### src/hdl/pmsp_ram.sv
// ----------------------------------------------------------------------------
// pmsp_ram
// Generic simple dual-port RAM with one write port and a registered read.
// ----------------------------------------------------------------------------
module pmsp_ram #(
	parameter int WIDTH = 8,
	parameter int DEPTH = 16
) (
	input  logic                     clk,
	input  logic                     we,
	input  logic [$clog2(DEPTH)-1:0] waddr,
	input  logic [WIDTH-1:0]         wdata,
	input  logic                     re,
	input  logic [$clog2(DEPTH)-1:0] raddr,
	output logic [WIDTH-1:0]         rdata
);

	logic [WIDTH-1:0] mem_q [DEPTH];

	always_ff @(posedge clk) begin
		if (we) begin
			mem_q[waddr] <= wdata;
		end
		if (re) begin
			rdata <= mem_q[raddr];
		end
	end

endmodule

### config.mk
export PLATFORM = sky130hd
export DESIGN_NAME = pmsp_ram
export DESIGN_NICKNAME = d
export VERILOG_FILES = /design/src/hdl/pmsp_ram.sv
export SDC_FILE = /design/constraint.sdc
export NUM_CORES = 1
export LEC_CHECK = 0
export ABC_AREA = 1
export BUFFER_PORTS_ARGS = -buffer_cell sky130_fd_sc_hd__buf_4
export CELL_PAD_IN_SITES_DETAIL_PLACEMENT = 0
export CELL_PAD_IN_SITES_GLOBAL_PLACEMENT = 1
export CORE_UTILIZATION = 44
export DETAILED_ROUTE_END_ITERATION = 6
export PLACE_DENSITY_LB_ADDON = 0.15
export SLEW_MARGIN = 20
export SYNTH_ARGS = -nofsm -noshare
export SYNTH_HDL_FRONTEND = slang
export SYNTH_SLANG_ARGS = --single-unit
### constraint.sdc
create_clock -name clk -period 1.2 [get_ports clk]
set_input_delay 0.24 -clock clk [delete_from_list [all_inputs] [get_ports clk]]
set_output_delay 0.24 -clock clk [all_outputs]
set_load 0.01 [all_outputs]
**After elaboration in Yosys (flattened, before gate mapping)**

Memories as Yosys holds them, arrays and structs flattened. A register that Yosys moved wholly into a read port is not among the register bits.
Cells that the tools add are included.

- Output and inout port bits: 8
- Memories: 1
- RAM bits: 128
- Word-level logic and storage cells: 3
- Bits in registers: 0

Memory list:

| memory | words | bits a word | read ports | clocked after memory_dff | wr ports | line | source |
|---|---|---|---|---|---|---|---|
| mem_q | 16 | 8 | 1 | 1 | 1 | 18 | `logic [WIDTH-1:0] mem_q [DEPTH];` |

- Mux-type cells: 2

Operators with widths:

| kind | count |
|---|---|
| $mux W1 | 2 |

**Logic depth before layout (Yosys ltp)**

- Depth after elaboration: 2
- Gate-level depth with buffers: 8
- Depth with buffers taken out: 7

**Worst setup path before layout**

No wires, ideal clock.

- Kind: input to register
- From: input waddr[3]
- To: memory mem_q[4][0], enable pin
- Path slack: 0.009 ns
- Stages on the path: 2
- Data arrival time: 0.821 ns
- Path buffers: 0
- Library setup time: 0.370 ns
- Path through: nand3b_1 > nor2_1

RTL lines:

| item | line | source |
|---|---|---|
| start: declaration | 11 | `input logic [$clog2(DEPTH)-1:0] waddr,` |
| end: declaration | 18 |  |

No word-level cell before the write port.

**Worst setup path in the final report**

- From: register rdata[1], read port of mem_q
- To: output rdata[1]

RTL lines:

| item | line | source |
|---|---|---|
| start: declaration | 15 | `output logic [WIDTH-1:0] rdata` |

No word-level cell between the ends.

==> results <==
- The post-detailed-route count of antenna-violating nets is 0.
- The slowest stage of the critical path is the edfxtp_1 cell.
- After legalization and detailed placement, the total HPWL measured 8680 µm.
- The initial antenna violation count is 0.
- The biggest area contributor in the post-synthesis netlist is edfxtp_1.
- The reported leakage power is 3.03 nW.
- The flop and latch count out of synthesis is 136.
- Based on the critical path, the design can be clocked at up to 811 MHz.
- The source-to-sink clock delay at the later pin of the worst-skew pair is 0.42 ns.
- The worst-case reg-to-reg path depth is 6.
- The number of gates on the worst path with buffers counted is 1.
- After detailed routing, the wire length on met1 is 6560 µm.
- The category of the most critical setup path is register to output port.
- For the final database, setup skew stands at 0.00617 ns.
- The number of H-tree levels is 4.
- The initial cell density of the core is 45.8%.
- The via count of the first global-routing pass came to 3749.
- Once routing completed, OpenROAD measured the worst setup slack at -0.0329 ns.
- The startpoint of the lowest-slack hold path is re.
- The data arrival time of the critical path is 0.99 ns.
- The worst hold path belongs to the class input port to register.
- The total power density per cell area is 1500 nW/µm².
- The required arrival time at the worst endpoint is 0.96 ns.
- The maximum fanout count along the critical path is 1.
- The tightest slew margin relative to the limit is 78.8%.
- After detailed routing, the number of remaining DRC violations is 0.
- For this run, the slowest stage of the critical path takes 0.43 ns.
- The signal on the critical path passes through buf_6.
- The clock passes through at most 2 buffers.
- The number of placed instances with taps included is 760.
- After clock tree synthesis, the clock-pin slew on the worst setup and hold paths is 0.06 ns.
- The worst path uses 103% of the clock period.
- The switching power share of the total is 21.7%.
- The register area share after synthesis is 69.8%.
- The final count of pins violating max slew came to 0.
- For this design, the sink count on the clock tree is 136.
- The worst setup path is launched from a register.
- The sink of the worst hold path is rdata[7].
- The post-detailed-route via-to-cell ratio is 4.90.
- The kind of cell adding the most delay to the critical path is flip-flops.
- The final reports fail on negative setup slack.
- The post-route non-filler standard cell count is 790.
- The die is 117 µm tall.
- The internal power contribution is 8.21 mW.
- The detailed router used layers up to and including met4.
- The number of standard-cell rows in the floorplan is 41.
- Yosys printed 0 warnings.
- The area inside the core boundary is 12800 µm².
- Max-cap violations in this run came to 0.
- The pin slew with the least headroom to its limit is 0.318 ns.
- The overall power after layout is 10.5 mW.
- Setup violations remaining at the end of the flow were counted as 5.
- The routed wirelength normalized by instance count is 17.5 µm.
- Wires add up to 13800 µm.
- Counting both buffers and inverters, the worst setup path holds a total of 1.
- The largest net degree at the start of global routing is 53.
- From left edge to right edge, the die measures 117 µm.
- The die covers 13800 µm².
- The number of instances in the synthesized netlist is 551.
- The switching power summed over all nets is 2.28 mW.
- The met2 wire length is 6390 µm.
- VDD sags by at most 802 µV.
- In this run the critical register-to-register path is launched from mem_q[9][6].
- The internal reg-to-reg setup slack is 0.05 ns.
- Global routing used 22.9% of the available tracks.
- The flow ran to the end, but the final reports show violations.
- Of the post-synthesis cell area, the dominant cell type holds 69.8%.
- In this run the clock root is driven by a clkbuf_16.
- Summed over all nets, wire length on met3 after detailed routing comes to 693 µm.
- Synthesis produced a netlist with a net count of 570.
- The layout has 1124 filler cells.
- The mean instance size in the synthesized netlist is 10.6 µm².
- The number of clock buffers added by TritonCTS is 17.
- The fraction of layout instances using a drive strength above 1 is 15.2%.
- The detailed-routing iteration count for the pre-antenna-repair pass is 4.
- The number of inserted diodes is 0.
- Counting I/O delays and the setup requirement, the final critical path takes 1.23 ns.
- The sequential share of power is 51.4%.
- STA classifies the critical path endpoint as an output port.
- The first global-routing pass estimated 21600 µm of wire.
- The overall via count from detail_route is 3869.
- The layout net count is 626.
- In the post-synthesis netlist, the biggest area contributors are edfxtp_1 (70%), nand2_1 (11%), nand3_1 (8.3%).
- The number of hold violations in the final report is 0.
- Counting instances, the worst hold path has a depth of 1.
- TritonCTS built the clock tree.
- In this run the count of I/O pins placed on the die edge is 27.
- The number of library cell types mapped by synthesis is 11.
- The post-synthesis instance area is 5850 µm².
- In this run the critical register-to-register path is captured at rdata[6].
- Setup repair after global routing could not meet its margin everywhere.
- For this block, the initial DRC count from the detailed router was 288.
- The number of port buffers is 26.
- The relative contribution of the clock network to total power is 41.1%.
- The final global-route overflow total is 0.
- Per report_power, the combinational group accounts for 7.4% of the total.
- The area growth from synthesis to final layout is 19.6%.
- For this design, the CTS-stage hold fixing added 0 buffers.
- The weighted congestion reported at the end of routability-driven placement is 0.754.
synthesized netlist by cell type:
cell      number
buf_1          1
buf_2         13
buf_4          4
buf_6          6
edfxtp_1     136
inv_1        100
inv_2          2
nand2_1      173
nand3_1       97
nand3b_1       2
nor2_1        17
per-stage QoR:
| step | hold WS (ns) | setup WS [ns] | area (µm²) | utilization (%) | TNS, ns |
|---|---|---|---|---|---|
| floorplan | 0.339 | 0.00916 | 5850 | - | 0 |
| global route | 0.122 | -0.0647 | 6990 | 54.7 | -0.253 |
| CTS | 0.113 | -0.0574 | 6940 | 54.3 | -0.213 |
| global placement | 0.555 | -0.298 | 6440 | 50.4 | -4.16 |
| detailed placement | 0.549 | -0.292 | 6440 | 50.4 | -4.69 |
| finish | 0.126 | -0.0329 | 6990 | 54.7 | -0.125 |
worst max-delay path by stage:
stage	start	end
2_1_floorplan	waddr[3]	mem_q[4][0]
3_3_place_gp	raddr[0]	rdata[3]
3_5_place_dp	raddr[0]	rdata[3]
4_1_cts	rdata[1]	rdata[1]
5_1_grt	rdata[5]	rdata[5]
6_report	rdata[1]	rdata[1]
cell type report:
type	count	area, µm²	area share [%]
multi-input cells	289	1260	18.1
well taps	172	215	3.08
clock buffers	23	448	6.41
flip-flops and latches	136	4080	58.4
inverters	102	383	5.48
clock inverters	7	31.3	0.447
repair buffers	61	568	8.12
timing repair:
item,CTS,global route
setup buffers,0,0
gates cloned,0,0
pin swaps,0,0
setup endpoints to repair,5,12
resized for setup,5,11
sequential cells by signal, summed over array words and instances (netlist names):
register,cells
rdata,8
mem_q,128
placed cells by master, fill, tap and decap left out, types with 3 or more instances in the layout:
master,count
buf_12,7
buf_4,48
buf_6,6
clkbuf_1,6
clkbuf_16,17
clkinv_1,3
clkinv_2,4
edfxtp_1,136
inv_1,100
nand2_1,173
nand3_1,87
nand3_2,10
nor2_1,17
power by group through the flow:
stage,Combinational (mW),Sequential [mW],Clock [mW]
after floorplan,0.375,5.49,0
after global placement,0.758,5.48,0
after detailed placement,0.761,5.48,0
after CTS,0.771,5.39,4.39
after global routing,0.864,5.40,4.60
final,0.780,5.39,4.32
kinds of logic after synthesis:
group                  after synthesis  synth area share [%]
AND/OR/NAND/NOR                    289                  20.8
flip-flops                         136                  69.8
buffers and inverters              126                  9.39
per-layer routing:
| metal | up-vias | global-route usage (%) |
|---|---|---|
| met5 | - | 0 |
| met2 | 103 | 35.2 |
| met4 | 0 | 9.20 |
| met3 | 14 | 5.05 |
| met1 | 1863 | 31.7 |
| li1 | 1889 | - |
No activity file was read; power rests on OpenSTA's default activity.
