**src/hdl/pmsp_pkg.sv**
```systemverilog
// ----------------------------------------------------------------------------
// pmsp_pkg
// Types, sizes and codes shared by the periodic placer modules.
// ----------------------------------------------------------------------------
package pmsp_pkg;

	localparam int GRID_SIZE  = 1024;
	localparam int CAPACITY   = 2048;
	localparam int COORD_W    = 10;
	localparam int CNT_W      = 12;
	localparam int ADDR_W     = 11;
	localparam int IMG_W      = 12;
	localparam int SQ_W       = 22;
	localparam int SUM_W      = 23;
	localparam int SEP_W      = 22;
	localparam int MARGIN_W   = 9;
	localparam int ZONE_W     = 4;
	localparam int CFG_IDX_W  = 2;
	localparam int CFG_DATA_W = 22;
	localparam int STEP_W     = 3;
	localparam int ENTRY_W    = 2 * COORD_W;

	localparam logic [CFG_IDX_W-1:0] REG_SEP_SQ_LIMIT = CFG_IDX_W'(0);
	localparam logic [CFG_IDX_W-1:0] REG_EDGE_MARGIN  = CFG_IDX_W'(1);

	localparam logic [SEP_W-1:0]    SEP_SQ_LIMIT_RST = SEP_W'(400);
	localparam logic [MARGIN_W-1:0] EDGE_MARGIN_RST  = MARGIN_W'(13);

	localparam logic [ZONE_W-1:0] ZONE_INTERIOR = ZONE_W'(0);
	localparam logic [ZONE_W-1:0] ZONE_LX       = ZONE_W'(1);
	localparam logic [ZONE_W-1:0] ZONE_HX       = ZONE_W'(2);
	localparam logic [ZONE_W-1:0] ZONE_LY       = ZONE_W'(3);
	localparam logic [ZONE_W-1:0] ZONE_HY       = ZONE_W'(4);
	localparam logic [ZONE_W-1:0] ZONE_LX_LY    = ZONE_W'(5);
	localparam logic [ZONE_W-1:0] ZONE_LX_HY    = ZONE_W'(6);
	localparam logic [ZONE_W-1:0] ZONE_HX_LY    = ZONE_W'(7);
	localparam logic [ZONE_W-1:0] ZONE_HX_HY    = ZONE_W'(8);

	typedef logic [STEP_W-1:0] step_t;

	localparam step_t STEP_WAIT   = STEP_W'(0);
	localparam step_t STEP_PREP   = STEP_W'(1);
	localparam step_t STEP_SCAN   = STEP_W'(2);
	localparam step_t STEP_DRAIN  = STEP_W'(3);
	localparam step_t STEP_DECIDE = STEP_W'(4);

	typedef enum logic [2:0] {
		COND_NO_ACCEPT,
		COND_CNT_ZERO,
		COND_NOT_LAST,
		COND_PIPE_BUSY,
		COND_OUT_BUSY
	} cond_t;

	typedef struct packed {
		logic  in_ready;
		logic  prep;
		logic  scan;
		logic  decide;
		cond_t cond;
		step_t jmp;
		step_t nxt;
	} uw_t;

	typedef struct packed {
		logic no_accept;
		logic cnt_zero;
		logic not_last;
		logic pipe_busy;
		logic out_busy;
	} cond_flags_t;

	typedef struct packed {
		logic [COORD_W-1:0] cand_x;
		logic [COORD_W-1:0] cand_y;
	} cand_t;

	typedef struct packed {
		logic              accepted;
		logic [CNT_W-1:0]  stored_count;
		logic              table_full;
		logic [ZONE_W-1:0] border_zone;
	} res_t;

endpackage

```
**src/hdl/pmsp_dist.sv**
```systemverilog
// ----------------------------------------------------------------------------
// pmsp_dist
// Two-stage squared-distance check of four candidate images against one entry.
// ----------------------------------------------------------------------------
module pmsp_dist (
	input  logic                                  clk,
	input  logic                                  arst_n,
	input  logic                                  rd_v_s1,
	input  logic signed [pmsp_pkg::IMG_W-1:0]     xa,
	input  logic signed [pmsp_pkg::IMG_W-1:0]     xb,
	input  logic signed [pmsp_pkg::IMG_W-1:0]     ya,
	input  logic signed [pmsp_pkg::IMG_W-1:0]     yb,
	input  logic [pmsp_pkg::ENTRY_W-1:0]          entry_s1,
	input  logic [pmsp_pkg::SEP_W-1:0]            sep_sq_limit,
	output logic                                  hit_v,
	output logic                                  hit
);

	localparam int IW = pmsp_pkg::IMG_W;
	localparam int CW = pmsp_pkg::COORD_W;
	localparam int QW = pmsp_pkg::SQ_W;
	localparam int UW = pmsp_pkg::SUM_W;

	logic signed [IW-1:0]   sx, sy;
	logic signed [IW-1:0]   dxa, dxb, dya, dyb;
	logic signed [2*IW-1:0] pxa, pxb, pya, pyb;
	logic [QW-1:0]          qxa_s2, qxb_s2, qya_s2, qyb_s2;
	logic                   v_s2;
	logic [UW-1:0]          lim;
	logic [UW-1:0]          s_aa, s_ba, s_ab, s_bb;

	assign sx  = $signed({{(IW-CW){1'b0}}, entry_s1[2*CW-1:CW]});
	assign sy  = $signed({{(IW-CW){1'b0}}, entry_s1[CW-1:0]});
	assign dxa = xa - sx;
	assign dxb = xb - sx;
	assign dya = ya - sy;
	assign dyb = yb - sy;
	assign pxa = dxa * dxa;
	assign pxb = dxb * dxb;
	assign pya = dya * dya;
	assign pyb = dyb * dyb;

	always_ff @(posedge clk) begin
		qxa_s2 <= pxa[QW-1:0];
		qxb_s2 <= pxb[QW-1:0];
		qya_s2 <= pya[QW-1:0];
		qyb_s2 <= pyb[QW-1:0];
	end

	always_ff @(posedge clk or negedge arst_n) begin
		if (!arst_n) begin
			v_s2 <= 1'b0;
		end else begin
			v_s2 <= rd_v_s1;
		end
	end

	assign lim  = {1'b0, sep_sq_limit};
	assign s_aa = {1'b0, qxa_s2} + {1'b0, qya_s2};
	assign s_ba = {1'b0, qxb_s2} + {1'b0, qya_s2};
	assign s_ab = {1'b0, qxa_s2} + {1'b0, qyb_s2};
	assign s_bb = {1'b0, qxb_s2} + {1'b0, qyb_s2};

	assign hit_v = v_s2;
	assign hit   = (s_aa < lim) || (s_ba < lim) || (s_ab < lim) || (s_bb < lim);

endmodule

```
**config.mk**
```make
export PLATFORM = sky130hd
export DESIGN_NAME = pmsp_dist
export DESIGN_NICKNAME = d
export VERILOG_FILES = /design/src/hdl/pmsp_pkg.sv /design/src/hdl/pmsp_dist.sv
export SDC_FILE = /design/constraint.sdc
export NUM_CORES = 2
export LEC_CHECK = 0
export BUFFER_PORTS_ARGS = -buffer_cell sky130_fd_sc_hd__buf_2
export CORE_ASPECT_RATIO = 0.7
export CORE_MARGIN = 2
export CORE_UTILIZATION = 50
export DETAILED_ROUTE_END_ITERATION = 8
export GPL_TIMING_DRIVEN = 1
export MAX_ROUTING_LAYER = met4
export PLACE_DENSITY = 0.69
export SLEW_MARGIN = 25
export SYNTH_ARGS = -nofsm -noshare
export SYNTH_HDL_FRONTEND = slang
export SYNTH_SLANG_ARGS = --single-unit
```
**constraint.sdc**
```tcl
create_clock -name clk -period 4.1 [get_ports clk]
set_input_delay 0.205 -clock clk [delete_from_list [all_inputs] [get_ports clk]]
set_output_delay 0.205 -clock clk [all_outputs]
set_load 0.005 [all_outputs]
```
======== Word-level counts from Yosys, hierarchy flattened ========
Index checks and enable logic that the tools add are counted.
storage, ports and cells
  register bits after elaboration ......... 89
  latch bits .............................. 0
  memory bits (writable) .................. 0
  ROM bits ................................ 0
  input bits .............................. 93
  logic and storage cells ................. 24
  memories kept ........................... 0
operators by class
  $add $sub $neg .......................... 8
  multiply operators ...................... 4
  div/mod/pow operators ................... 0
  $lt $le $gt $ge ......................... 4
  eq/ne operators ......................... 0
  shift-type cells ........................ 0
  muxes and demuxes ....................... 0
  bitwise gates (word level) .............. 0
  reductions and logical operators ........ 3
operators by type and width
  operator          count
  $add 22x22->23    4
  $lt 23x22->1      4
  $mul 12x12->22    4
  $sub 12x11->12    4
  $logic_or 1x1->1  3

======== Logic depth before layout (Yosys ltp) ========
  word-level depth ........................ 5
  mapped depth ............................ 31

======== Least setup slack after synthesis ========
Ideal clock, no wire load.
  path kind ............................... input to register
  from .................................... input xb[0] (netlist bit)
  to ...................................... register qxb_s2[21]
  library setup time ...................... 0.125 ns
  arrival time ............................ 6.895 ns
  data required time ...................... 3.975 ns
  setup slack ............................. -2.920 ns
  stages on the path ...................... 30
  path buffers ............................ 0
  cells stage by stage .................... inv_1 -> ha_1 -> inv_1 -> fa_1 -> a21o_1 -> a21oi_1 -> o21bai_1 -> a21oi_1 -> o21ai_0 -> mux2i_1 -> nor2_1 -> inv_1 -> nor2_1 -> fa_1 -> fa_1 -> inv_1 -> fa_1 -> inv_1 -> fa_1 -> inv_1 -> fa_1 -> inv_1 -> ha_1 -> or3_1 -> o211a_1 -> o21a_1 -> o21a_1 -> o41a_1 -> a211oi_1 -> xnor2_1
on the way
  word-level cells in the longest chain between the ends .. 2
ends and longest elaborated chain
  element                 RTL line         RTL
  start: declaration      pmsp_dist.sv:10  input logic signed [pmsp_pkg::IMG_W-1:0] xb,
  $sub 12x11->12          pmsp_dist.sv:35  assign dxb = xb - sx;
  $mul 12x12->22          pmsp_dist.sv:39  assign pxb = dxb * dxb;
  named net pxb[21]       pmsp_dist.sv:26  logic signed [2*IW-1:0] pxa, pxb, pya, pyb;
  end signal: assignment  pmsp_dist.sv:45  qxb_s2 <= pxb[QW-1:0];
  end: declaration        pmsp_dist.sv:27  logic [QW-1:0] qxa_s2, qxb_s2, qya_s2, qyb_s2;
The timed path passes the listed nets, and every way through them passes these cells.

======== Worst setup path after layout ========
  from .................................... input entry_s1[11] (netlist bit)
  to ...................................... register qxb_s2[21]
on the way
  word-level cells in the longest chain between the ends .. 2
ends and longest elaborated chain
  element             RTL line         RTL
  start: declaration  pmsp_dist.sv:13  input logic [pmsp_pkg::ENTRY_W-1:0] entry_s1,
  $sub 12x11->12      pmsp_dist.sv:35
  $mul 12x12->22      pmsp_dist.sv:39
  named net pxb[21]   pmsp_dist.sv:26
The timed path passes the listed nets, and every way through them passes these cells.

==> out/results.ini <==
[logic_synthesis]
async_flop_share = 0.0118
synth_edf_count = 0
yosysSeqAreaShare = 0.0654
yosysTopAreaCellShare = 0.344
yosysTopAreaCell = fa_1
synthFlopType = dfxtp_1
synthCells = 2960
ys_warn_count = 0
yosys.cell_types.count = 66
synth_area_leaders = fa_1 34%, ha_1 20%, inv_1 9.8%, dfxtp_1 6.4%, xnor2_1 5.4%
syn-num-nets = 3919
synth_area_um2 = 26100
avgSynthCellArea_um2 = 8.81
ys_seq_elements = 85

[clock_network]
cts_tree = done
cts_sinks = 85
clk_pin_slew_worst_paths_ns = 0.07
cts_made_buffers = 9
root_buffer = clkbuf_16
ctsHtreeMaxLevel = 3
clockBufferDepth = 2

[drt]
routed_wl_mm = 76.2
ant_nets = 0
firstDrtPassIters = 5
viasPerCell = 5.18
dr_total_vias = 23100
drc = 0
wl_per_cell_um = 17.1
dr.first_iter.drc_count = 1348

[floorplan]
fp.coreArea_um2 = 51100
die-area_um2 = 54000
floorplan.initialDensity = 0.510
dieWidth_um = 277
die-height_um = 195
row_count = 69
ioPinCount = 95

[sta]
relSlewSlack = 0.562
setup-violations-final = 65
worst_slew_pin_slew_ns = 0.641
rsz0062_at_grt = yes
post-route-period-util = 1.56
period_needed_ns = 6.40
hold_ws_ns = 0.138
final_max_slew_viol_count = 0
layout_setup_ws_ns = -2.30
final.setup.tns_ns = -98.42
hold_viol = 0
fmax_ghz = 0.156

[final_layout]
diodes = 0
fin_nets = 4736
mostFrequentLayoutCell = buf_4
seqCellArea_um2 = 1720
layout_common_cells = 656 x buf_4, 596 x inv_1, 423 x fa_1, 355 x ha_1, 236 x nor2_1
fillers = 3784
drive_gt1_frac = 0.358
area_growth_pct = 39.0
fin_cells = 4456
multiInputGateArea_um2 = 24300

[worst_setup_path]
worstPathArrival_ns = 6.64
path_common_cell = inv_2
path_class = input pin to flip-flop
critPathTopFamily = adder cells
path_max_fanout = 4
crit_buf_inv = 8
crit_required_ns = 4.34
worst_path_largest_cell_delay_ns = 0.54
start_kind = input pin
end_kind = flip-flop
crit_slowest_cell = fa_2

[grt]
grt-ovfl-total = 0
grt_start_max_net_pins = 17
grt_pass1_vias = 24800
grt_pass1_wl_mm = 124
grt_antenna_before_repair = 0
track_usage = 0.295

[placement]
dp_slack_ns = -2.83
placed_cells = 4337
port_buffers = 94
dp_hpwl_mm = 64.0
globalplace.congestion = 1.01

[outcome]
outcome = complete, but fails checks
violations = setup timing

[run]
max_cap_viol_count = 0

[hold_path]
hold_path_class = input pin to asynchronous set/reset pin

[synthesized netlist by cell type, drive strengths merged, types with 14 or more instances]
master	count
xnor2	161
o21bai	15
a21o	33
dfxtp	84
nand3	34
nor2	301
inv	690
o21a	29
nand2	184
clkbuf	18
nor2b	35
a31oi	14
a21oi	98
or3	17
nand2b	22
nor3	49
a211oi	24
o21ai	73
ha	418
or2	14
xor2	39
fa	448
clkinv	14
[layer usage]
layer	track usage	routed length [um]	up-vias
li1	-	-	11000
met4	0.0364	912	0
met5	-	0	-
met3	0.0561	5280	78
met1	0.414	34800	11400
met2	0.458	35200	598
[layout make-up]
type	instances	area share
Sequential cell	85	0.0473
Clock buffer	9	0.00621
Timing Repair Buffer	828	0.176
Clock inverter	7	0.00221
Multi-Input combinational cell	2149	0.670
Tap cell	674	0.0233
Inverter	704	0.0757
[sequential cells by signal (all words and copies together) (netlist names)]
signal / count
hit_v: 1
qxa_s2: 21
qxb_s2: 21
qya_s2: 21
qyb_s2: 21
[kinds of logic after synthesis]
logic type                 after synthesis  synth area share
buffers and inverters                  726             0.105
adders and majority gates              866             0.544
AOI/OAI and AO/OA                      360            0.0922
xor gates and xnor gates               200            0.0672
and+or+nand+nor                        711             0.121
muxes                                   12           0.00475
DFF                                     85            0.0654
[worst max-delay path by stage]
stage | from | end | slack, ns | depth (start not counted)
finish | entry_s1[11] | qxb_s2[21] | -2.30 | 29
global route | ya[0] | qya_s2[20] | -2.51 | 31
CTS | ya[0] | qya_s2[20] | -2.25 | 31
floorplan | entry_s1[11] | qxb_s2[21] | -2.46 | 30
global placement | entry_s1[11] | qxb_s2[21] | -2.66 | 30
detailed placement | entry_s1[11] | qxb_s2[21] | -2.83 | 29
[per-stage QoR]
stage | area [um2] | utilization
after floorplan | 26900 | -
after global placement | 32900 | 0.643
after detailed placement | 32900 | 0.643
after CTS | 35100 | 0.688
after global routing | 36200 | 0.709
final | 36200 | 0.709
[what timing repair did]
action	in CTS	in global routing
hold buffers	2	0
setup buffers	81	54
pin swaps	216	169
gates resized for setup	361	206
hold endpoints to repair	2	0
setup endpoints to repair	65	68
Power is not shown: default switching activity piles up to over one toggle a cycle in this logic, so the estimate is an artifact.
