--- src/hdl/pmsp_pkg.sv ---
// ----------------------------------------------------------------------------
// pmsp_pkg
// Types, sizes and codes shared by the periodic placer modules.
// ----------------------------------------------------------------------------
package pmsp_pkg;

	localparam int GRID_SIZE  = 1024;
	localparam int CAPACITY   = 2048;
	localparam int COORD_W    = 10;
	localparam int CNT_W      = 12;
	localparam int ADDR_W     = 11;
	localparam int IMG_W      = 12;
	localparam int SQ_W       = 22;
	localparam int SUM_W      = 23;
	localparam int SEP_W      = 22;
	localparam int MARGIN_W   = 9;
	localparam int ZONE_W     = 4;
	localparam int CFG_IDX_W  = 2;
	localparam int CFG_DATA_W = 22;
	localparam int STEP_W     = 3;
	localparam int ENTRY_W    = 2 * COORD_W;

	localparam logic [CFG_IDX_W-1:0] REG_SEP_SQ_LIMIT = CFG_IDX_W'(0);
	localparam logic [CFG_IDX_W-1:0] REG_EDGE_MARGIN  = CFG_IDX_W'(1);

	localparam logic [SEP_W-1:0]    SEP_SQ_LIMIT_RST = SEP_W'(400);
	localparam logic [MARGIN_W-1:0] EDGE_MARGIN_RST  = MARGIN_W'(13);

	localparam logic [ZONE_W-1:0] ZONE_INTERIOR = ZONE_W'(0);
	localparam logic [ZONE_W-1:0] ZONE_LX       = ZONE_W'(1);
	localparam logic [ZONE_W-1:0] ZONE_HX       = ZONE_W'(2);
	localparam logic [ZONE_W-1:0] ZONE_LY       = ZONE_W'(3);
	localparam logic [ZONE_W-1:0] ZONE_HY       = ZONE_W'(4);
	localparam logic [ZONE_W-1:0] ZONE_LX_LY    = ZONE_W'(5);
	localparam logic [ZONE_W-1:0] ZONE_LX_HY    = ZONE_W'(6);
	localparam logic [ZONE_W-1:0] ZONE_HX_LY    = ZONE_W'(7);
	localparam logic [ZONE_W-1:0] ZONE_HX_HY    = ZONE_W'(8);

	typedef logic [STEP_W-1:0] step_t;

	localparam step_t STEP_WAIT   = STEP_W'(0);
	localparam step_t STEP_PREP   = STEP_W'(1);
	localparam step_t STEP_SCAN   = STEP_W'(2);
	localparam step_t STEP_DRAIN  = STEP_W'(3);
	localparam step_t STEP_DECIDE = STEP_W'(4);

	typedef enum logic [2:0] {
		COND_NO_ACCEPT,
		COND_CNT_ZERO,
		COND_NOT_LAST,
		COND_PIPE_BUSY,
		COND_OUT_BUSY
	} cond_t;

	typedef struct packed {
		logic  in_ready;
		logic  prep;
		logic  scan;
		logic  decide;
		cond_t cond;
		step_t jmp;
		step_t nxt;
	} uw_t;

	typedef struct packed {
		logic no_accept;
		logic cnt_zero;
		logic not_last;
		logic pipe_busy;
		logic out_busy;
	} cond_flags_t;

	typedef struct packed {
		logic [COORD_W-1:0] cand_x;
		logic [COORD_W-1:0] cand_y;
	} cand_t;

	typedef struct packed {
		logic              accepted;
		logic [CNT_W-1:0]  stored_count;
		logic              table_full;
		logic [ZONE_W-1:0] border_zone;
	} res_t;

endpackage

--- src/hdl/pmsp_useq.sv ---
// ----------------------------------------------------------------------------
// pmsp_useq
// Microcode sequencer: control store, step counter and conditional jumps.
// ----------------------------------------------------------------------------
module pmsp_useq (
	input  logic                  clk,
	input  logic                  arst_n,
	input  pmsp_pkg::cond_flags_t flags,
	output pmsp_pkg::uw_t         uw
);

	function automatic pmsp_pkg::uw_t rom(input pmsp_pkg::step_t s);
		pmsp_pkg::uw_t w;
		w = '{in_ready: 1'b0, prep: 1'b0, scan: 1'b0, decide: 1'b0,
			cond: pmsp_pkg::COND_NO_ACCEPT, jmp: pmsp_pkg::STEP_WAIT,
			nxt: pmsp_pkg::STEP_WAIT};
		unique case (s)
			pmsp_pkg::STEP_WAIT: begin
				w.in_ready = 1'b1;
				w.cond     = pmsp_pkg::COND_NO_ACCEPT;
				w.jmp      = pmsp_pkg::STEP_WAIT;
				w.nxt      = pmsp_pkg::STEP_PREP;
			end
			pmsp_pkg::STEP_PREP: begin
				w.prep = 1'b1;
				w.cond = pmsp_pkg::COND_CNT_ZERO;
				w.jmp  = pmsp_pkg::STEP_DECIDE;
				w.nxt  = pmsp_pkg::STEP_SCAN;
			end
			pmsp_pkg::STEP_SCAN: begin
				w.scan = 1'b1;
				w.cond = pmsp_pkg::COND_NOT_LAST;
				w.jmp  = pmsp_pkg::STEP_SCAN;
				w.nxt  = pmsp_pkg::STEP_DRAIN;
			end
			pmsp_pkg::STEP_DRAIN: begin
				w.cond = pmsp_pkg::COND_PIPE_BUSY;
				w.jmp  = pmsp_pkg::STEP_DRAIN;
				w.nxt  = pmsp_pkg::STEP_DECIDE;
			end
			pmsp_pkg::STEP_DECIDE: begin
				w.decide = 1'b1;
				w.cond   = pmsp_pkg::COND_OUT_BUSY;
				w.jmp    = pmsp_pkg::STEP_DECIDE;
				w.nxt    = pmsp_pkg::STEP_WAIT;
			end
			default: begin
				w.cond = pmsp_pkg::COND_NO_ACCEPT;
				w.jmp  = pmsp_pkg::STEP_WAIT;
				w.nxt  = pmsp_pkg::STEP_WAIT;
			end
		endcase
		return w;
	endfunction

	pmsp_pkg::step_t step_q;
	logic            taken;

	assign uw = rom(step_q);

	always_comb begin
		unique case (uw.cond)
			pmsp_pkg::COND_NO_ACCEPT: taken = flags.no_accept;
			pmsp_pkg::COND_CNT_ZERO:  taken = flags.cnt_zero;
			pmsp_pkg::COND_NOT_LAST:  taken = flags.not_last;
			pmsp_pkg::COND_PIPE_BUSY: taken = flags.pipe_busy;
			pmsp_pkg::COND_OUT_BUSY:  taken = flags.out_busy;
			default:                  taken = 1'b0;
		endcase
	end

	always_ff @(posedge clk or negedge arst_n) begin
		if (!arst_n) begin
			step_q <= pmsp_pkg::STEP_WAIT;
		end else begin
			step_q <= taken ? uw.jmp : uw.nxt;
		end
	end

endmodule

--- config.mk ---
export PLATFORM = sky130hd
export DESIGN_NAME = pmsp_useq
export DESIGN_NICKNAME = d
export VERILOG_FILES = /design/src/hdl/pmsp_pkg.sv /design/src/hdl/pmsp_useq.sv
export SDC_FILE = /design/constraint.sdc
export NUM_CORES = 1
export LEC_CHECK = 0
export ABC_CLOCK_PERIOD_IN_PS = 1190
export BUFFER_PORTS_ARGS = -buffer_cell sky130_fd_sc_hd__buf_4
export CAP_MARGIN = 20
export CORE_AREA = 2 2 39 41
export CTS_CLUSTER_DIAMETER = 80
export CTS_CLUSTER_SIZE = 16
export DETAILED_ROUTE_END_ITERATION = 8
export DIE_AREA = 0 0 41 43
export PLACE_DENSITY = 0.49
export REMOVE_ABC_BUFFERS = 1
export SETUP_SLACK_MARGIN = 0.15
export SLEW_MARGIN = 20
export SYNTH_ARGS = -nofsm -noshare
export SYNTH_HDL_FRONTEND = slang
export SYNTH_SLANG_ARGS = --single-unit
--- constraint.sdc ---
create_clock -name clk -period 1.19 [get_ports clk]
set_input_delay 0.238 -clock clk [delete_from_list [all_inputs] [get_ports clk]]
set_output_delay 0.238 -clock clk [all_outputs]
set_load 0.05 [all_outputs]
* After elaboration in Yosys (flattened, before gate mapping)
Index checks and enable logic that the tools add are counted.
** Word-level totals
- Output and inout port bits :: 13
- Flip-flop bits (word level) :: 3
- Word-level logic and storage cells :: 18
- Bits of input ports :: 7
** Operators by class
- Mux-type cells :: 7
- Equal/unequal tests :: 8
- Reduce and logical (&&, ||, !) cells :: 2
** Operator list (number)
- 9-bit one-hot mux with 5 select lines :: 1
- 3-bit by 2-bit == test with 1-bit output, second input constant :: 4
- 3-bit by 1-bit == test with 1-bit output, second input constant :: 2
- 3-bit == test, second input constant :: 2
- 3-bit zero test :: 2
- 1-bit one-hot mux with 5 select lines :: 1
- 1-bit two-way mux :: 4
- 3-bit two-way mux :: 1

* Longest topological paths before layout
Gate-level depths: netlist of run 1.
- Depth after elaboration :: 5
- Mapped depth :: 6
- Depth with buffers taken out :: 4

* Least setup slack after synthesis of run 1
OpenSTA, ideal clock, no wires.
- Path type :: reg2out
- Start point :: register step_q[0]
- End point :: output uw[10] (netlist bit)
- Required time :: 952 ps
- Arrival time :: 1732 ps
- Path buffers :: 1
- Slack :: -780 ps
- Stages on the path, launching flop included :: 4
- Cells stage by stage :: dfrtp_1 -> buf_4 -> nor2_1 -> and2_1
** RTL lines
- start: declaration :: RTL line pmsp_useq.sv:56 : pmsp_pkg::step_t step_q;
- start signal: assignment :: RTL line pmsp_useq.sv:74 : step_q <= pmsp_pkg::STEP_WAIT;
- start signal: assignment :: RTL line pmsp_useq.sv:76 : step_q <= taken ? uw.jmp : uw.nxt;
- end: declaration :: RTL line pmsp_useq.sv:9 : output pmsp_pkg::uw_t uw

==> results of run 1 <==
[area by class of cell]
cell class,count,area [um^2],area share (%)
clock buffer,4,26.28,3.547
inverter,2,12.51,1.689
tap,16,20.02,2.703
timing repair buffer,37,379.1,51.18
multi-input combinational,23,224.0,30.24
sequential,3,78.83,10.64
[per-stage QoR]
step / setup TNS [ns] / hold WS [ns] / utilization (%)
floorplan: -8.098 / -0.05759 / -
global placement: -0.6907 / 0.02857 / 34.00
detailed placement: -0.7108 / 0.02805 / 34.00
CTS: -2.852 / 0.1641 / 49.64
global route: -3.818 / 0.1680 / 53.53
finish: -3.085 / 0.1744 / 53.53
[per-layer routing]
layer / share of wire, % / wire length, um
met5: 0 / 0
met4: 0 / 0
met3: 3.6 / 30
met2: 53 / 447
met1: 43 / 358
[layout by cell type (no fill, tap or decap)]
| master | synthesis | final |
|---|---|---|
| and2_1 | 1 | 1 |
| a21oi_1 | 2 | 1 |
| nor2_2 | 0 | 1 |
| nand2b_4 | 1 | 2 |
| xnor2_1 | 1 | 1 |
| buf_6 | 2 | 15 |
| o22ai_2 | 1 | 1 |
| nand2b_1 | 3 | 2 |
| nand2_4 | 0 | 1 |
| dlygate4sd3_1 | 0 | 1 |
| clkbuf_1 | 0 | 1 |
| o41ai_2 | 1 | 1 |
| buf_12 | 0 | 1 |
| inv_4 | 0 | 2 |
| nand2_1 | 1 | 1 |
| clkbuf_4 | 0 | 3 |
| buf_4 | 3 | 16 |
| nor3b_2 | 0 | 1 |
| nor3_2 | 0 | 1 |
| buf_8 | 0 | 4 |
| nor2_1 | 6 | 2 |
| nor2b_4 | 0 | 1 |
| a2bb2oi_2 | 1 | 1 |
| nor2_4 | 0 | 3 |
| nand3_1 | 1 | 1 |
| a21oi_4 | 0 | 1 |
| dfrtp_2 | 0 | 3 |
[what timing repair did]
action / 4_1_cts / 5_1_grt
setup buffers: 5 / 3
hold endpoints to repair: 3 / 0
endpoints found under the setup margin: 16 / 16
hold buffers: 1 / 0
pin swaps: 4 / 2
gates resized for setup: 37 / 7
[cell families after synthesis]
logic type	Yosys count
AND/OR/NAND/NOR	17
buffers and inverters	7
AO/OA/AOI/OAI	5
flip-flops	3
XOR/XNOR	1
[final timing paths]
path	from	endpoint	slack, ns
worst max register to register	step_q[0]$_DFF_PN0_	step_q[2]$_DFF_PN0_	-0.07
min in group asynchronous	arst_n	step_q[0]$_DFF_PN0_	0.33
worst min-delay path	flags[4]	step_q[0]$_DFF_PN0_	0.17
worst min register to register	step_q[1]$_DFF_PN0_	step_q[0]$_DFF_PN0_	0.59
worst max-delay path	step_q[0]$_DFF_PN0_	uw[1]	-0.29
max in group asynchronous	arst_n	step_q[1]$_DFF_PN0_	0.75
==> run metrics, run 1 <==
status finished with violations; failing checks negative setup slack; DP Wirelength approximately 510 um; synth-to-layout area growth 159.6%; largest family of logic cells by synthesized area simple AND/OR/NAND/NOR gates; vias in the first global route between 300 and 400; cell mode on critical path buf_6; Yosys cell types 20; Peak Freq 675.8 MHz; Mapped Cells 33; final setup margin -0.2897 ns; Slew Limit Fails 0; DR iter-0 viols 1; # diodes 0; Post-Synth Simple-Gate Area approximately a third; core area around 1400 um^2; grt met2 use 15.31%; DIE AREA ~1800 um^2; unrepaired setup endpoints after global routing yes; EDFF count, synth 0; routed length per instance between 9 and 10 um; TritonCTS Buffers 3; Hold/Removal Path Class in -> reg; Final Cell Area between 700 and 800 um^2; Top Registers step_q (3); CP peak stage delay 0.45 ns; crit path max fanout 5; worst-skew pair later-pin latency about 0.23 ns; CP delay by family, top flip-flops; Synth Area in Compound Gates between 10% and 20%; Avg Cell Area, Syn roughly 8.6 um^2; max reg flops 3; busiest grt layer met2; skew final 0.0007381 ns; DR pass1 iterations 4; Die X ~40 um; most frequent cell after synthesis nor2_1; total gr overflow 0; Synth top area share between 20% and 30%; hold violation total from the final report 0; IO buf count 19; routed via count ~340; Final nets between 70 and 80; layout cell share with drive strength beyond 1 approximately 84%; Worst Tran Pin Value roughly 0.21 ns; Cell Area, Synth between 200 and 300 um^2; crit path max-delay cell type dfrtp_2; htree depth 1; Starting Density approximately a fifth; type of the worst setup path reg -> out; leading area contributor after synthesis dfrtp_1; Yosys warnings 0; Detailed Route WL 836 um; Biggest register step_q; Tcrit/Tclk final 124.3%; CP Capture Type output pin; row cnt 14; CP Data Required Time approximately 0.95 ns; Critical Path Start Type register; Worst slew margin between 80% and 90%; hold depth 2; DRC errors left 0; Synth Register Bits 3; RD Place Congestion 0.7173; total track usage between 10% and 20%; Die Ht approximately 43 um; IO Pins 20; initial antenna violation count 0; TritonCTS clock tree done; Vias/cell approximately 4.0; mux share of post-synthesis cell area 0%; register area share after synthesis between 20% and 30%; Commonest cells post-synth 6 x nor2_1, 3 x buf_4, 3 x dfrtp_1, 3 x nand2b_1; largest cells by area after synthesis dfrtp_1 26%, buf_4 7.9%, buf_6 7.9%; cells along the critical path buf_6 -> xnor2_1 -> nor2_1 -> buf_6; cell depth of the worst setup path 4; clk slew on worst S/H paths about 0.040 ns; grt met1 use about 15%; deepest clock path buffer count 2; Final Setup Violations 15; Top FF cell, synth dfrtp_1; CTS Root Cell clkbuf_4; first-pass GRT wire length 1304 um; placed cell areas 470.5 um^2; largest net degree at the start of global routing 9; Final Instance Count excl. Fillers between 80 and 90; Max-Cap Viols 0; worst path arrival time 1.24 ns; fill count 129; adder-cell area share of the yosys netlist 0%; pre-CTS setup slack -0.1134 ns; Critical path buffers and inverters 2; DP Cell Count between 70 and 80; crit path time final ~1.5 ns; GR Util met3 1.571%; clk sinks 3; Worst R2R Path Depth 7; FFs w/ async S/R, synth 100.0%; DRT antenna net count 0; post-synthesis xor/xnor area fraction under 10%
Power of run 1 is not shown: default switching activity piles up to over one toggle a cycle in this logic, so the estimate is an artifact.
==> run 2, diff against run 1 <==
- PLACE_DENSITY: 0.49 -> 0.57
- TNS_END_PERCENT: default -> 50
==> run 2 against run 1 <==
  * The run still ends with negative setup slack left
  * First-iteration DRC count down 100%
  * Final cell count unchanged
  * Global-route usage up 1.9 points
  * Register-to-register slack better by 0.09 ns
  * Via count up 4.4%
  * Critical path depth unchanged
  * Non-clock buffer count unchanged
  * Cell area down 8.6%
  * Utilization down 4.6 points
  * Routed wire length up 2.0%
==> run metrics, run 2 (same netlist as run 1, synthesis figures left out) <==
status finished with violations (unchanged); failing checks negative setup slack (unchanged); cell mode on critical path buf_6 (unchanged); worst-skew pair later-pin latency 0.24 ns (was 0.23 ns); synth-to-layout area growth 137.3% (was 159.6%); routed length per instance 10.04 um (was 9.835 um); Worst Tran Pin Value 0.2220 ns (was 0.2145 ns); deepest clock path buffer count 2 (unchanged); RD Place Congestion 0.7228 (was 0.7173); Vias/cell 4.200 (was 4.024); Die Ht 43 um (unchanged); CP Capture Type output pin (unchanged); max reg flops 3 (unchanged); cells along the critical path buf_6 -> xnor2_2 -> nor2_1 -> buf_6 (was buf_6 -> xnor2_1 -> nor2_1 -> buf_6); layout cell share with drive strength beyond 1 82.61% (was 84.06%); DRT antenna net count 0 (unchanged); routed via count 357 (was 342); DIE AREA 1763 um^2 (unchanged); largest net degree at the start of global routing 7 (was 9); Tcrit/Tclk final 122.5% (was 124.3%); most common cell after layout, fill and taps aside buf_4 (unchanged); unrepaired setup endpoints after global routing yes (unchanged); Starting Density 20.61% (unchanged); Critical Path Start Type register (unchanged); Slew Limit Fails 0 (unchanged); Max-Cap Viols 0 (unchanged); crit path time final 1.458 ns (was 1.480 ns); Hold/Removal Path Class in -> reg (unchanged); total gr overflow 0 (unchanged); IO buf count 19 (unchanged); clk slew on worst S/H paths 0.04 ns (about the same); vias in the first global route 358 (was 331); DR pass1 iterations 1 (was 4); DRC errors left 0 (unchanged); row cnt 14 (unchanged); hold violation total from the final report 0 (unchanged); Final Setup Violations 13 (was 15); initial antenna violation count 0 (unchanged); DR iter-0 viols 0 (was 1); Biggest register step_q (unchanged); Final nets 77 (unchanged); final setup margin -0.2680 ns (was -0.2897 ns); first-pass GRT wire length 1455 um (was 1304 um); worst path arrival time 1.22 ns (was 1.24 ns); Die X 41 um (unchanged); DP Cell Count 74 (was 72); htree depth 1 (unchanged); core area 1384 um^2 (unchanged); CP Data Required Time 0.95 ns (about the same); most frequent cells in the layout 23 x buf_4, 10 x buf_6 (was 16 x buf_4, 15 x buf_6, 4 x buf_8); CTS Root Cell clkbuf_4 (unchanged); skew final 0.0008470 ns (was 0.0007381 ns); Peak Freq 685.9 MHz (was 675.8 MHz); Top Registers step_q (3) (unchanged); Final Instance Count excl. Fillers 85 (unchanged); crit path max fanout 6 (was 5); type of the worst setup path reg -> out (unchanged); DP Wirelength 535.7 um (was 512 um); # diodes 0 (unchanged); TritonCTS Buffers 3 (unchanged); crit path max-delay cell type dfrtp_2 (unchanged); clk sinks 3 (unchanged); TritonCTS clock tree done (unchanged); CP peak stage delay 0.43 ns (was 0.45 ns); IO Pins 20 (unchanged); Detailed Route WL 853 um (was 836 um); total track usage 13.08% (was 11.16%); Worst slew margin 85.04% (was 85.55%)
## run 2: worst paths after layout
| check | start | end | slack [ns] | cells past startpoint |
|---|---|---|---|---|
| setup / recovery | step_q[0]$_DFF_PN0_ | uw[1] | -0.27 | 4 |
| hold / removal | flags[4] | step_q[0]$_DFF_PN0_ | 0.18 | 2 |
| setup reg to reg | step_q[2]$_DFF_PN0_ | step_q[2]$_DFF_PN0_ | 0.02 | 6 |
| hold reg to reg | step_q[2]$_DFF_PN0_ | step_q[1]$_DFF_PN0_ | 0.63 | 2 |
| max in group asynchronous | arst_n | step_q[0]$_DFF_PN0_ | 0.76 | 2 |
| min in group asynchronous | arst_n | step_q[2]$_DFF_PN0_ | 0.32 | 2 |
## run 2: layout make-up
type	count	area, um^2
Tap cell	16	20.02
Fill cell	142	706.9
Sequential cell	3	78.83
Inverter	2	10.01
Clock buffer	4	26.28
Multi-Input combinational cell	23	201.4
Timing Repair Buffer	37	340.3
## run 2: stage by stage
| stage | setup WS [ns] | hold WS (ns) | cell area (um^2) | setup TNS (ns) | util (%) |
|---|---|---|---|---|---|
| after floorplan | -1.193 | -0.05759 | 240.2 | -8.098 | - |
| after global placement | -0.05185 | 0.02963 | 485.5 | -0.2032 | 35.08 |
| after detailed placement | -0.06640 | 0.02787 | 485.5 | -0.2507 | 35.08 |
| after CTS | -0.2674 | 0.1652 | 634.4 | -2.553 | 45.84 |
| after global routing | -0.3395 | 0.1804 | 676.9 | -3.522 | 48.92 |
| final | -0.2680 | 0.1795 | 676.9 | -2.624 | 48.92 |
## run 2: what timing repair did
item                                   CTS  global route
hold buffers                             1             0
pin swaps                                1             3
setup endpoints to repair               15            16
setup buffers                            5             1
endpoints found under the hold margin    3             0
gates cloned                             0             0
resized for setup                       22             9
## run 2: worst max-delay path: cells and delay by family (launching register included)
family        cells  cell delay [ns]
flops             1             0.43
simple gates      1             0.13
xor+xnor          1             0.12
buf+inv           2             0.30
## run 2: per-layer routing
metal / vias up / track usage (%) / share of wire (%)
li1: 177 / - / -
met1: 164 / 13.59 / 34
met2: 14 / 19.69 / 57
met3: 2 / 3.665 / 6.7
met4: 0 / 12.00 / 2.2
met5: - / 0 / 0
Power of run 2 is left out for the same reason.
==> run 3, diff against run 2 <==
- CORE_AREA: 2 2 39 41 -> 5 5 42 44
- DIE_AREA: 0 0 41 43 -> 0 0 47 49
- MAX_ROUTING_LAYER: default -> met4
==> run 3 against run 2 <==
  * The run still ends with negative setup slack left
  * Utilization shrank 5.3 points
  * Die area grew 31%
  * Worst hold slack lost 0.014 ns
  * Clock skew grew 0.0021 ns
  * Critical endpoint unchanged
  * First-iteration DRC count grew 5
  * Final cell count shrank 8.2%
  * Cell area shrank 9.6%
  * Register-to-register slack gained 0.09 ns
  * Largest cell class unchanged
  * Global-route usage shrank 5.3 points
  * Via count shrank 7.3%
==> run metrics, run 3 (same netlist as run 1, synthesis figures left out) <==
Critical path buffers and inverters 2 (unchanged); IO buf count 19 (unchanged); final setup margin -0.2775 ns (was -0.2680 ns); deepest clock path buffer count 2 (unchanged); Hold/Removal Path Class in -> reg (unchanged); clk sinks 3 (unchanged); IO Pins 20 (unchanged); total gr overflow 0 (unchanged); crit path from step_q[0]$_DFF_PN0_ (unchanged); Final nets 70 (was 77); first-pass GRT wire length 1173 um (was 1455 um); layout cell share with drive strength beyond 1 80.65% (was 82.61%); CP delay by family, top flip-flops (unchanged); hold depth 2 (unchanged); Slew Limit Fails 0 (unchanged); total track usage 7.737% (was 13.08%); clk slew on worst S/H paths 0.04 ns (about the same); Biggest register step_q (unchanged); DP Wirelength 594.6 um (was 535.7 um); cell mode on critical path buf_6 (unchanged); unrepaired setup endpoints after global routing yes (unchanged); Die Ht 49 um (was 43 um); # diodes 0 (unchanged); Max-Cap Viols 0 (unchanged); TritonCTS clock tree done (unchanged); htree depth 1 (unchanged); Tcrit/Tclk final 123.3% (was 122.5%); DR pass1 iterations 2 (was 1); most common cell after layout, fill and taps aside buf_4 (unchanged); TritonCTS Buffers 3 (unchanged); synth-to-layout area growth 114.5% (was 137.3%); DRC errors left 0 (unchanged); Worst R2R Path Depth 5 (was 6); CP Data Required Time 0.95 ns (about the same); crit path max-delay cell type dfrtp_2 (unchanged); DIE AREA 2303 um^2 (was 1763 um^2); RD Place Congestion 0.7253 (was 0.7228); Final Setup Violations 13 (unchanged); failing checks negative setup slack (unchanged); DR iter-0 viols 5 (was 0); initial antenna violation count 0 (unchanged); largest net degree at the start of global routing 8 (was 7); pre-CTS setup slack -0.07111 ns (was -0.06640 ns); Vias/cell 4.244 (was 4.200); max reg flops 3 (unchanged); R2R Path Start step_q[0]$_DFF_PN0_ (was step_q[2]$_DFF_PN0_); cell depth of the worst setup path 4 (unchanged); DRT antenna net count 0 (unchanged); fill count 148 (was 142); Peak Freq 681.4 MHz (was 685.9 MHz); routed length per instance 10.67 um (was 10.04 um); CTS Root Cell clkbuf_4 (unchanged); Worst slew margin 85.74% (was 85.04%); worst-skew pair later-pin latency 0.24 ns (about the same); hold violation total from the final report 0 (unchanged); routed via count 331 (was 357); skew final 0.002975 ns (was 0.0008470 ns); worst path arrival time 1.23 ns (was 1.22 ns); crit path max fanout 5 (was 6); Worst Tran Pin Value 0.2116 ns (was 0.2220 ns); crit path time final 1.467 ns (was 1.458 ns); most frequent cells in the layout 17 x buf_4, 10 x buf_6 (was 23 x buf_4, 10 x buf_6); status finished with violations (unchanged); type of the worst setup path reg -> out (unchanged); Top Registers step_q (3) (unchanged); row cnt 14 (unchanged); Critical Path Start Type register (unchanged); cells along the critical path buf_6 -> xnor2_2 -> nor2_1 -> buf_6 (unchanged); Die X 47 um (was 41 um); vias in the first global route 292 (was 358); Starting Density 20.36% (was 20.61%); core area 1401 um^2 (was 1384 um^2); CP peak stage delay 0.45 ns (was 0.43 ns); Detailed Route WL 832 um (was 853 um); hold path startpoint flags[4] (unchanged); CP Capture Type output pin (unchanged)
## run 3: worst paths after layout
path	endpoint	slack, ns
min in group asynchronous	step_q[1]$_DFF_PN0_	0.33
worst max-delay path	uw[1]	-0.28
worst min-delay path	step_q[0]$_DFF_PN0_	0.17
max in group asynchronous	step_q[2]$_DFF_PN0_	0.75
worst max register to register	step_q[2]$_DFF_PN0_	0.11
worst min register to register	step_q[0]$_DFF_PN0_	0.57
## run 3: stage by stage
stage	util, %	TNS, ns	hold WS (ns)	cell area [um^2]	std cells
finish	43.66	-2.785	0.1656	611.8	78
global route	43.66	-3.618	0.1531	611.8	78
CTS	40.36	-3.164	0.1567	565.5	76
detailed placement	32.50	-0.3973	0.02872	455.4	70
global placement	32.50	-0.3186	0.02976	455.4	70
floorplan	-	-8.098	-0.05759	240.2	28
## run 3: layout make-up
cell class / count / area, um^2 / area share, %
sequential: 3 / 78.83 / 12.88
clock buffer: 4 / 26.28 / 4.294
tap: 16 / 20.02 / 3.272
timing repair buffer: 30 / 280.3 / 45.81
inverter: 2 / 12.51 / 2.045
multi-input combinational: 23 / 193.9 / 31.70
## run 3: layer usage
layer	share of wire, %	up-vias	routed length, um	GRT usage, %
met2	50	14	418	9.276
met4	1.8	0	15	9.677
met5	0	-	0	-
met1	41	151	337	9.272
li1	-	164	-	-
met3	7.2	2	60	1.107
## run 3: repair_timing
item                                    4_1_cts  5_1_grt
endpoints found under the setup margin       16       16
gates resized for setup                      20        9
pin swaps                                     1        3
hold endpoints to repair                      3        0
hold buffers                                  1        0
buffers inserted                              1        2
Power of run 3 is left out for the same reason.
